--- config.mk ---
export PLATFORM = sky130hd
export DESIGN_NAME = mteq_cell
export DESIGN_NICKNAME = d
export VERILOG_FILES = /design/src/mteq_pkg.sv /design/src/mteq_cell.sv
export SDC_FILE = /design/constraint.sdc
export NUM_CORES = 1
export LEC_CHECK = 0
export ABC_AREA = 1
export BUFFER_PORTS_ARGS = -buffer_cell sky130_fd_sc_hd__buf_2
export CORE_MARGIN = 10
export CORE_UTILIZATION = 51
export CTS_CLUSTER_DIAMETER = 40
export DETAILED_ROUTE_END_ITERATION = 6
export GPL_ROUTABILITY_DRIVEN = 0
export PLACE_DENSITY_LB_ADDON = 0.3
export SETUP_SLACK_MARGIN = 0.15
export SLEW_MARGIN = 25
export SYNTH_ARGS = -nofsm -noshare
export SYNTH_HDL_FRONTEND = slang
export SYNTH_SLANG_ARGS = --single-unit
--- constraint.sdc ---
create_clock -name clk -period 5.2 [get_ports clk]
set_clock_uncertainty 0.05 [all_clocks]
set_input_delay 0 -clock clk [delete_from_list [all_inputs] [get_ports clk]]
set_output_delay 0 -clock clk [all_outputs]
set_load 0.05 [all_outputs]
--- src/mteq_pkg.sv ---
package mteq_pkg;

    // Field widths of one stored event.
    localparam int ID_W     = 16;
    localparam int PRIO_W   = 4;
    localparam int MOMENT_W = 32;
    localparam int STATUS_W = 3;

    // Result status codes.
    localparam logic [STATUS_W-1:0] ST_INSERTED = 3'd0;
    localparam logic [STATUS_W-1:0] ST_REMOVED  = 3'd1;
    localparam logic [STATUS_W-1:0] ST_EMPTY    = 3'd2;
    localparam logic [STATUS_W-1:0] ST_FULL     = 3'd3;
    localparam logic [STATUS_W-1:0] ST_BADPRIO  = 3'd4;

    // One event as held in a cell.
    typedef struct packed {
        logic [ID_W-1:0]     id;
        logic [PRIO_W-1:0]   prio;
        logic [MOMENT_W-1:0] moment;
    } entry_t;

    // Per-cycle control broadcast to every cell of the chain.
    typedef struct packed {
        logic ins_en;
        logic rem_en;
    } chain_ctrl_t;

    // True when event a must stand before event b in the store.
    function automatic logic goes_before(entry_t a, entry_t b);
        logic res;
        if (a.prio != b.prio)
        begin
            res = (a.prio > b.prio);
        end
        else
        begin
            res = (a.moment < b.moment);
        end
        return res;
    endfunction

endpackage

--- src/mteq_cell.sv ---
module mteq_cell
    import mteq_pkg::*;
(
    input  logic        clk,
    input  chain_ctrl_t ctrl,
    input  logic        occupied,
    input  entry_t      new_entry,
    input  entry_t      left_entry,
    input  logic        left_before,
    input  entry_t      right_entry,
    output entry_t      entry,
    output logic        fits_here
);

    entry_t entry_reg;
    entry_t entry_next;

    // The new event belongs at or ahead of this cell; an empty cell always qualifies.
    assign fits_here = !occupied || goes_before(new_entry, entry_reg);

    // Insert: the first qualifying cell takes the new event, the ones after it
    // take their left neighbor. Remove: each cell but the last takes its right neighbor.
    always_comb
    begin
        entry_next = entry_reg;
        if (ctrl.ins_en && fits_here)
        begin
            entry_next = left_before ? left_entry : new_entry;
        end
        else if (ctrl.rem_en)
        begin
            entry_next = right_entry;
        end
    end

    always_ff @(posedge clk)
    begin
        entry_reg <= entry_next;
    end

    assign entry = entry_reg;

endmodule

==> results of run 1 <==
-- routing by layer --
layer	global-route usage (%)	vias up	share of wire (%)
li1	-	1978	-
met1	19.9	1794	36
met2	36.8	189	50
met3	8.66	34	11
met4	7.10	0	2.9
met5	0	-	0
-- how the worst min path moves through the flow --
stage	start	endpoint	slack, ns	cells past startpoint
after floorplan	right_entry[10]	entry[10]$_DFFE_PP_	0.12	2
after global placement	right_entry[1]	entry[1]$_DFFE_PP_	0.22	3
after detailed placement	right_entry[1]	entry[1]$_DFFE_PP_	0.22	3
after CTS	left_entry[32]	entry[32]$_DFFE_PP_	0.07	5
after global routing	left_entry[32]	entry[32]$_DFFE_PP_	0.09	5
final	left_entry[32]	entry[32]$_DFFE_PP_	0.07	5
-- final cells by class --
type                            instances  share of cell area [%]
Clock buffer                            6                    1.18
Tap cell                              108                    2.20
Inverter                               47                    2.90
Multi-Input combinational cell        317                    41.9
Timing Repair Buffer                  267                    26.2
Clock inverter                          2                   0.184
Sequential cell                        52                    25.5
-- per-stage QoR --
step	std cells	util [%]	instance area, µm²
2_1_floorplan	438	-	4490
3_3_place_gp	739	63.9	5520
3_5_place_dp	739	64.0	5530
4_1_cts	799	71.0	6130
5_1_grt	799	71.0	6130
6_report	799	71.0	6130
-- cells in the final DEF, fill, tap and decap left out, types with 3 or more instances in the layout --
cell type / n
ha_1: 35
clkbuf_8: 5
mux2_2: 50
nand2_1: 36
dlygate4sd3_1: 52
inv_1: 45
edfxtp_1: 52
buf_2: 212
buf_4: 3
nand2_4: 51
nand2_2: 51
nor2_1: 8
a21oi_1: 15
o21ai_0: 4
o21ai_1: 4
nand3_1: 52
-- cell families (layout without fill, tap and decap cells) --
group	count (synthesis)	in the layout	synth area share [%]
compound gates	25	25	3.18
fa+ha+maj	35	35	9.76
buf+inv	69	322	8.06
mux	50	50	12.5
flops	52	52	34.8
simple gates	207	207	31.7
-- worst max-delay path, stage by stage, from the launching register on --
cell      delay (ns)
edfxtp_1        0.36
inv_1           0.05
ha_1            0.29
nand2_1         0.07
o21ai_0         0.30
a21oi_2         0.05
nand2_1         0.09
nand2_1         0.06
nand2_2         0.07
nand2_4         0.33
nand2_8         0.48
buf_4           0.72
nand2_1         0.13
nand2_1         0.10
-- power by group --
part	internal, mW	switching (mW)
clock network	0.0938	0.133
registers	0.546	0.0278
logic	0.258	0.531
-- what timing repair did --
item,CTS,global route
hold buffers,52,0
hold endpoints to repair,52,0
endpoints found under the setup margin,0,0
==> results list, run 1 <==
* # IOs: 214
* Outcome: finished clean
- The first global-routing pass estimated 21200 µm of wire.
- Most frequent cells after synthesis: 52 x edfxtp_1, 52 x nand3_1, 51 x nand2_2
- The number of nets in the synthesized netlist is 634.
* Critical path launch point type: register
* Via count of the first global-routing pass: 4446
- The number of clock buffers added by TritonCTS is 5.
- The multi-input combinational cells in the finished layout cover a total of 2570 µm².
- In this run, post-CTS repair resized a total of 0 instances.
- Sequential-to-total area share from yosys stat: 34.8%
- Port buffering added 213 buffers.
* Total global routing overflow: 0
- Hold_ws: 0.0701 ns
- In this run the cell area of the synthesized design comes to 4490 µm².
- Setup crit end: entry[0]$_DFFE_PP_
- Clock latency of the later-clocked register in the worst-skew pair: 0.30 ns
- Gate count after technology mapping: 438
- In this run the critical register-to-register path is launched from entry[15]$_DFFE_PP_.
* Minimum clock period after layout: 3.31 ns
- Number of flops mapped to enable cells by yosys: 52
- Routed length per placed instance: 17.3 µm
- Worst VDD drop: 128 µV
- Number of maximum-capacitance violations: 0
- Adding up every negative setup slack in the final design gives 0 ns.
* Hold Violations, Final: 0
- Least-Margin Pin Slew: 0.804 ns
* Ys async rst share: 0%
* Synth top area share: 34.8%
- Reported leakage power: 3.15 nW
* Number of flip-flops and latches in the synthesized netlist: 52
* Area enclosed by the die boundary: 12900 µm²
* Ys flop type: edfxtp_1
- Syn Area/Cell: 10.2 µm²
- The worst hold path belongs to the class input port to register.
* Worst setup path class: register to register
- Pwr per Cell Area: 259 nW/µm²
- Flip-flop count of the largest register, all copies and words added: 52
- Remaining DRCs: 0
- Wires add up to 13800 µm.
* Die outline height: 114 µm
- Antenna Nets Post-Route: 0
- Measured against its own limit, the worst slew margin works out to 46.4%.
- The worst register-to-register path has a setup slack of 1.89 ns.
* FILL cells: 646
- The die is 114 µm wide.
- Share of cells above drive strength 1: 55.6%
- TritonCTS built the clock tree.
- In this run the critical register-to-register path is captured at entry[0]$_DFFE_PP_.
- Total core area: 8640 µm²
- Setup repair after global routing left no endpoint under its margin.
* Maximum number of pins on one net before global-route repair: 55
* Detailed Place HPWL: 10300 µm
- Average via count per standard cell: 5.00
* Standard-cell row count: 34
* Max-slew violation total from the final report: 0
* Cells taking the most area after synthesis: edfxtp_1 35%, mux2_2 13%, nand2_4 13%
- The Yosys step of the flow raised 0 warnings.
- Along the worst path, the maximum fanout reaches 54.
* First-pass detailed-route iteration total: 5
- Clock-pin slew of the registers on the worst-case setup and hold paths: 0.09 ns
* Critical path arrival: 3.43 ns
- The clock passes through at most 2 buffers.
* Distinct cells, synth: 30
- Final Total Pwr: 1.59 mW
- Worst EP required: 5.32 ns
- Before CTS, the worst setup slack after placement is 1.86 ns.
* CTS sink count: 52
- Maximum level of the CTS H-tree: 2
- Worst r2r path cells: 13
- Storage element area: 1560 µm²
* Synthesis-to-finish area growth: 36.7%
* Number of antenna cells inserted: 0
* Antenna violations before repair: 0
* Crit path capture type: register
- The biggest area contributor in the post-synthesis netlist is edfxtp_1.
- The first routing iteration left 151 violations.
- Post-CTS setup buffers: 0
- Routed vias: 3995
* Setup crit start: entry[15]$_DFFE_PP_
- Post-route clock period utilization: 63.6%
- Layout net count: 886
- For this configuration, the core starts out at a cell density of 52.0%.
- Cell at the root of the clock tree: clkbuf_8
- Total global routing track utilization: 20.2%
- Based on the critical path, the design can be clocked at up to 0.302 GHz.
* Final setup violating endpoints: 0
* Fin worst setup slack: 1.89 ns
(Power assumes the default switching activity.)
==> run 2, diff against run 1 <==
--- a/config.mk
+++ b/config.mk
@@ -5,10 +5,10 @@
 export SDC_FILE = /design/constraint.sdc
 export NUM_CORES = 1
 export LEC_CHECK = 0
-export ABC_AREA = 1
+export ABC_AREA = 0
 export BUFFER_PORTS_ARGS = -buffer_cell sky130_fd_sc_hd__buf_2
 export CORE_MARGIN = 10
-export CORE_UTILIZATION = 51
+export CORE_UTILIZATION = 41
 export CTS_CLUSTER_DIAMETER = 40
 export DETAILED_ROUTE_END_ITERATION = 6
 export GPL_ROUTABILITY_DRIVEN = 0
==> constraint.sdc (replaced) <==
create_clock -name clk -period 2.7 [get_ports clk]
set_clock_uncertainty 0.05 [all_clocks]
set_input_delay 0 -clock clk [delete_from_list [all_inputs] [get_ports clk]]
set_output_delay 0 -clock clk [all_outputs]
set_load 0.05 [all_outputs]
==> run 2 against run 1 <==
Compared with the run above:
- the flow now finishes with violations (setup timing)
- sequential power rose by 88%
- worst setup slack got worse by 2.0 ns
- routed wire length fell by 8.0%
- area after synthesis fell by 17%
- register-to-register slack got worse by 2.0 ns
- power rose by 83%
- global-route usage fell by 2.7 points
- fmax rose by 20%
- clock power rose by 94%
- critical endpoint is now entry[37]$_DFFE_PP_
==> results list, run 2 <==
* Outcome: complete, but fails checks
- Failing checks: setup timing
- Storage element area: 1560 µm²
- Counting along the longest clock path gives a buffer depth of 2.
- Most used cell along the critical path: buf_4
* Average via count per standard cell: 4.90
- Leading cell type by number of instances after synthesis: mux2_2
- Clock latency of the later-clocked register in the worst-skew pair: 0.31 ns
- Post-route clock period utilization: 102%
- Antenna Nets Post-Route: 0
* # IOs: 214
- Timing analysis after detailed placement gives a worst setup slack of -0.142 ns.
* Cell with the largest stage delay on the worst path: edfxtp_1
- The routed design could run at a clock period as short as 2.76 ns.
* Most common cell after layout, fill and taps aside: buf_2
- The first global-routing pass estimated 18700 µm of wire.
- The floorplan step defined a core boundary enclosing 8810 µm².
- Across the VDD grid, the largest voltage drop is 257 µV.
- Distinct cells, synth: 28
- Cell at the root of the clock tree: clkbuf_8
- Across all hold checks on the routed design, the worst slack comes to 0.0527 ns.
- The number of global-route vias before repair is 3755.
- The critical path is of the register to register type.
- Cells fill 67.7% of the core in the end.
- Die outline height: 115 µm
* Synthesis-to-finish area growth: 59.7%
- Setup violations remaining at the end of the flow were counted as 61.
* Least-Margin Pin Slew: 0.507 ns
* Remaining DRCs: 0
* Layout net count: 784
- Summing all multi-input logic gate instances after layout gives 2070 µm².
* Slew HR: 66.2%
- Fin worst setup slack: -0.0607 ns
* Max Fclk: 0.362 GHz
- In the final layout, the share of cells above drive strength 1 is 62.9%.
- Count of input and output buffers: 213
- Yosys printed 0 warnings.
* RSZ-0062 raised after global routing: yes
* Iteration-0 DRC count of the detailed router: 157
* Initial Util: 42.4%
- For the worst setup path, the data arrival time is 2.79 ns.
- The worst setup path is captured at a register.
- Maximum cell stage delay along the critical path: 0.37 ns
- Cells traversed along the worst timing path: inv_2 > ha_4 > nand4_1 > nor4_4 > buf_4 > nand2_4 > nor2_4 > a211oi_4 > buf_4 > buf_12 > or2_4 > clkbuf_16
* Ys flop type: edfxtp_1
- Routed length per placed instance: 18.3 µm
- Flip-flop count of the largest register, all copies and words added: 52
- Worst EP required: 2.73 ns
- Die Wd: 115 µm
* Hold Violations, Final: 0
- Ys async rst share: 0%
- Critical path launch point type: register
- Total wire length after detailed routing: 12700 µm
- The HPWL after detailed placement is 9710 µm.
- Maximum level of the CTS H-tree: 2
- Number of maximum-capacitance violations: 0
- The count of pins over their slew limit was 0.
- Library cell with the largest summed area after synthesis: edfxtp_1
- The floorplan step defined a die boundary enclosing 13300 µm².
- Counting every instance in the synthesized netlist gives 296.
* Critical Path Fanout Max: 12
- Power spread over the standard cell area amounts to 487 nW/µm².
* Cells taking the most area after synthesis: edfxtp_1 42%, mux2_2 31%, ha_1 12%
- Class of the most critical hold timing path: input port to register
* Number of flip-flops and latches in the synthesized netlist: 52
- Synth top area share: 41.8%
- In this run, synthesis inferred 52 flip-flops with an integrated enable.
- After layout, the design draws a total of 2.90 mW.
- Clock-pin slew of the registers on the worst-case setup and hold paths: 0.10 ns
- In this run, CTS created clock tree buffers numbering 5.
- Maximum number of pins on one net before global-route repair: 35
- Most frequent cells after synthesis: 102 x mux2_2, 52 x edfxtp_1, 38 x inv_1
- TritonCTS built the clock tree.
* First-pass detailed-route iteration total: 4
* CTS sink count: 52
* Total nets after synthesis: 492
- Syn Area/Cell: 12.6 µm²
- Reported leakage power: 2.85 nW
- Total global routing track utilization: 17.5%
- The initial antenna violation count came to 0.
- For this block, the via count after detailed routing is 3414.
* Netlist Area Pre-Place: 3730 µm²
- FILL cells: 666
- Total global routing overflow: 0
- Sequential-to-total area share from yosys stat: 41.8%
- Standard-cell row count: 34
- Most used cells in the layout excluding fill and tap cells: 212 x buf_2, 101 x mux2_2, 52 x edfxtp_1, 52 x dlygate4sd3_1, 36 x inv_1
run 2: cell count changes in the layout (fill, tap and decap cells not counted), moves of 5 or more:
cell     previous run  this run
nand2_1            36         8
buf_12              0         6
mux2_2             50       101
buf_4               3        21
nand2_4            51         1
nand2_2            51         0
nor2_1              8         3
nand3_1            52         2
inv_1              45        36
run 2: path summary, 6_finish.rpt:
| check | startpoint | to | slack (ns) | depth (start not counted) |
|---|---|---|---|---|
| worst min register to register | entry[15]$_DFFE_PP_ | entry[35]$_DFFE_PP_ | 1.44 | 10 |
| worst max register to register | entry[30]$_DFFE_PP_ | entry[37]$_DFFE_PP_ | -0.06 | 12 |
| worst min-delay path | left_entry[32] | entry[32]$_DFFE_PP_ | 0.05 | 4 |
| worst max-delay path | entry[30]$_DFFE_PP_ | entry[37]$_DFFE_PP_ | -0.06 | 12 |
run 2: cell families after synthesis:
| family | count (synthesis) | synth area share, % |
|---|---|---|
| compound gates | 33 | 6.33 |
| fa+ha+maj | 35 | 11.7 |
| buf+inv | 49 | 5.93 |
| flops | 52 | 41.8 |
| mux | 103 | 31.1 |
| simple gates | 24 | 3.15 |
run 2: repair_timing:
item,in CTS,in global routing
hold endpoints to repair,52,0
setup buffers,8,5
resized for setup,19,13
cloned,1,3
hold buffers,52,0
endpoints found under the setup margin,105,105
pin swaps,7,6
run 2: area by class of cell:
type	instances	share of cell area, %
clock buffer	5	1.15
clock inverter	2	0.210
antenna	1	0.0420
timing repair buffer	296	33.1
sequential	52	26.2
inverter	38	2.39
tap	108	2.27
multi-input combinational	195	34.7
run 2: critical path: cells and delay by family (launching register included):
| family | cells | cell delay [ns] |
|---|---|---|
| simple gates | 5 | 1.04 |
| buf+inv | 5 | 0.71 |
| flops | 1 | 0.37 |
| fa+ha+maj | 1 | 0.26 |
| compound gates | 1 | 0.08 |
run 2: through the flow:
step / instance area (µm²) / cells / setup TNS, ns
CTS: 5790 / 688 / -3.24
floorplan: 3750 / 296 / -39.03
finish: 5960 / 697 / -2.43
global route: 5960 / 696 / -14.73
detailed placement: 5030 / 620 / -10.19
global placement: 5030 / 620 / -9.03
run 2: where the power goes:
group          switching [mW]  leakage [nW]  internal, mW
clock                   0.263        0.0400         0.176
combinational           0.800          2.29         0.587
sequential             0.0457         0.523          1.03
total                    1.11          2.85          1.79
run 2: per-layer routing:
layer	part of all wire (%)	global-route usage [%]
met1	37	18.2
met3	12	8.06
met2	51	32.1
met4	0.79	2.79
met5	0	0
==> run 3, diff against run 2 <==
--- a/config.mk
+++ b/config.mk
@@ -13,6 +13,7 @@
 export DETAILED_ROUTE_END_ITERATION = 6
 export GPL_ROUTABILITY_DRIVEN = 0
 export PLACE_DENSITY_LB_ADDON = 0.3
+export REMOVE_ABC_BUFFERS = 1
 export SETUP_SLACK_MARGIN = 0.15
 export SLEW_MARGIN = 25
 export SYNTH_ARGS = -nofsm -noshare
==> run 3 against run 2 <==
Compared with the run above:
- the run still ends with setup timing left
- register-to-register slack worse by 0.05 ns
- highest routed layer unchanged
- sequential power hardly changed
- power is 4.0% higher
- count of clock-buffer cells in the layout stayed put
- critical path type unchanged
- critical endpoint is now entry[50]$_DFFE_PP_
- largest cell class unchanged
- routed wire length is 6.9% higher
==> results list, run 3 (synthesis results as in run 2) <==
- Crit path capture type: register
* Total global routing overflow: 0
* Pwr per Cell Area: 487 nW/µm²
- In this run the vertical extent of the chip is 115 µm.
* TritonCTS clock tree: built
- The core region is 8810 µm².
* Number of antenna cells inserted: 0
* Antenna Nets Post-Route: 0
- Maximum number of pins on one net before global-route repair: 28
* Antenna violations before repair: 0
* Fin worst setup slack: -0.110 ns
- The final critical path takes up 104% of the cycle.
* RSZ-0062 raised after global routing: yes
- Remaining DRCs: 0
- Wire length of the first global-routing pass: 20300 µm
- Final cell utilization of the core: 70.4%
* Cell with the largest stage delay on the worst path: edfxtp_1
- Layout net count: 789
* Synthesis-to-finish area growth: 66.1%
* Die Wd: 115 µm
* Cells traversed along the worst timing path: inv_2 > ha_4 > a21oi_2 > o21ai_2 > a2111oi_2 > a21oi_1 > buf_4 > a211oi_4 > buf_12 > buf_6 > buf_6 > mux2_4
- Max Fclk: 0.356 GHz
* Minimum clock period after layout: 2.81 ns
- At the worst endpoint, the required time is 2.71 ns.
- Worst setup path class: register to register
* First-pass detailed-route iteration total: 4
* Hold Violations, Final: 0
- Counting along the longest clock path gives a buffer depth of 2.
- The clock net in this run drives a total of 52 sinks.
- Post-route design area: 6200 µm²
* Total global routing track utilization: 19.1%
- Setup violations remaining at the end of the flow were counted as 89.
- Outcome: complete, but fails checks
- Data arrives at the worst endpoint at 2.82 ns.
* Most used cell along the critical path: buf_6
- Total wire length after detailed routing: 13600 µm
* Critical path launch point type: register
* Most used cells in the layout excluding fill and tap cells: 212 x buf_2, 53 x mux2_2, 52 x edfxtp_1, 52 x dlygate4sd3_1, 50 x mux2_4
* Slew HR: 56.3%
- The library cell used most frequently in the layout, excluding fill and tap cells, is buf_2.
- The routed layout has 3489 vias.
- Clock buffers created by TritonCTS: 5
- Final Total Pwr: 3.02 mW
* Cell at the root of the clock tree: clkbuf_8
- For the pin with the worst max-slew slack, the measured transition is 0.655 ns.
- Via count of the first global-routing pass: 3969
* Share of cells above drive strength 1: 64.1%
- The count of pins over their slew limit came to 0.
* Routed length per placed instance: 19.4 µm
* Flip-flop count of the largest register, all copies and words added: 52
- Maximum cell stage delay along the critical path: 0.41 ns
- Standard-cell row count: 34
- Before CTS, the worst setup slack after placement is -0.222 ns.
* # IOs: 214
* FILL cells: 638
- Failing checks: setup timing
* Class of the most critical hold timing path: input port to register
* Worst VDD drop: 356 µV
- Across the run, the number of max-cap violations was 0.
* Cell area after placement: 5050 µm²
- Once the floorplan was initialized, standard cells occupied 42.4% of the core.
* Iteration-0 DRC count of the detailed router: 112
* Maximum level of the CTS H-tree: 2
* Count of input and output buffers: 213
- After detailed routing, the number of vias per cell comes to 4.97.
* Clock-pin slew of the registers on the worst-case setup and hold paths: 0.10 ns
* Clock latency of the later-clocked register in the worst-skew pair: 0.30 ns
* Area enclosed by the die boundary: 13300 µm²
- The analysis attributes to cell leakage a power of 3.04 nW.
- Critical Path Fanout Max: 5
* Detailed Place HPWL: 9940 µm
==> run 3: repair_timing <==
action / CTS / global route
cloned: 2 / 2
pin swaps: 11 / 6
setup endpoints to repair: 104 / 105
resized for setup: 53 / 38
setup buffers: 9 / 1
endpoints found under the hold margin: 52 / 0
hold buffers: 52 / 0
==> run 3: through the flow <==
| stage | std cells | TNS, ns | hold WS [ns] |
|---|---|---|---|
| CTS | 699 | -2.77 | 0.0533 |
| floorplan | 285 | -160.19 | 0.151 |
| finish | 702 | -5.11 | 0.0634 |
| global route | 702 | -18.39 | 0.0611 |
| detailed placement | 628 | -18.48 | 0.255 |
| global placement | 628 | -14.08 | 0.232 |
==> run 3: final timing paths <==
| check | startpoint | endpoint | slack [ns] | cells past startpoint |
|---|---|---|---|---|
| worst max register to register | entry[19]$_DFFE_PP_ | entry[50]$_DFFE_PP_ | -0.11 | 12 |
| worst min register to register | entry[15]$_DFFE_PP_ | entry[7]$_DFFE_PP_ | 1.43 | 10 |
| worst min-delay path | left_entry[32] | entry[32]$_DFFE_PP_ | 0.06 | 4 |
| worst max-delay path | entry[19]$_DFFE_PP_ | entry[50]$_DFFE_PP_ | -0.11 | 12 |
==> run 3: area by class of cell <==
| class | count | area, µm² | area share (%) |
|---|---|---|---|
| clock buffers | 5 | 68.8 | 1.11 |
| repair buffers | 301 | 2010 | 32.3 |
| inverters | 38 | 143 | 2.30 |
| clock inverters | 3 | 13.8 | 0.222 |
| multi-input cells | 195 | 2270 | 36.7 |
| flip-flops and latches | 52 | 1560 | 25.2 |
| well taps | 108 | 135 | 2.18 |
==> run 3: report_power, final <==
group	leakage [nW]	switching (mW)	total [mW]	internal, mW
Combinational	2.47	0.834	1.50	0.665
Sequential	0.523	0.0451	1.08	1.03
Clock	0.0453	0.268	0.445	0.177
Total	3.04	1.15	3.02	1.87
==> run 3: routing by layer <==
metal	GRT usage [%]	vias up	wire, µm
li1	-	1688	-
met1	18.5	1655	4930
met2	36.0	137	7030
met3	9.61	9	1540
met4	3.46	0	117
met5	0	-	0
==> run 3: critical path, delay by kind of cell, from the launching register on <==
family	cells	cell delay, ns
fa+ha+maj	1	0.20
flops	1	0.41
buf+inv	5	0.67
compound gates	5	0.92
mux	1	0.31
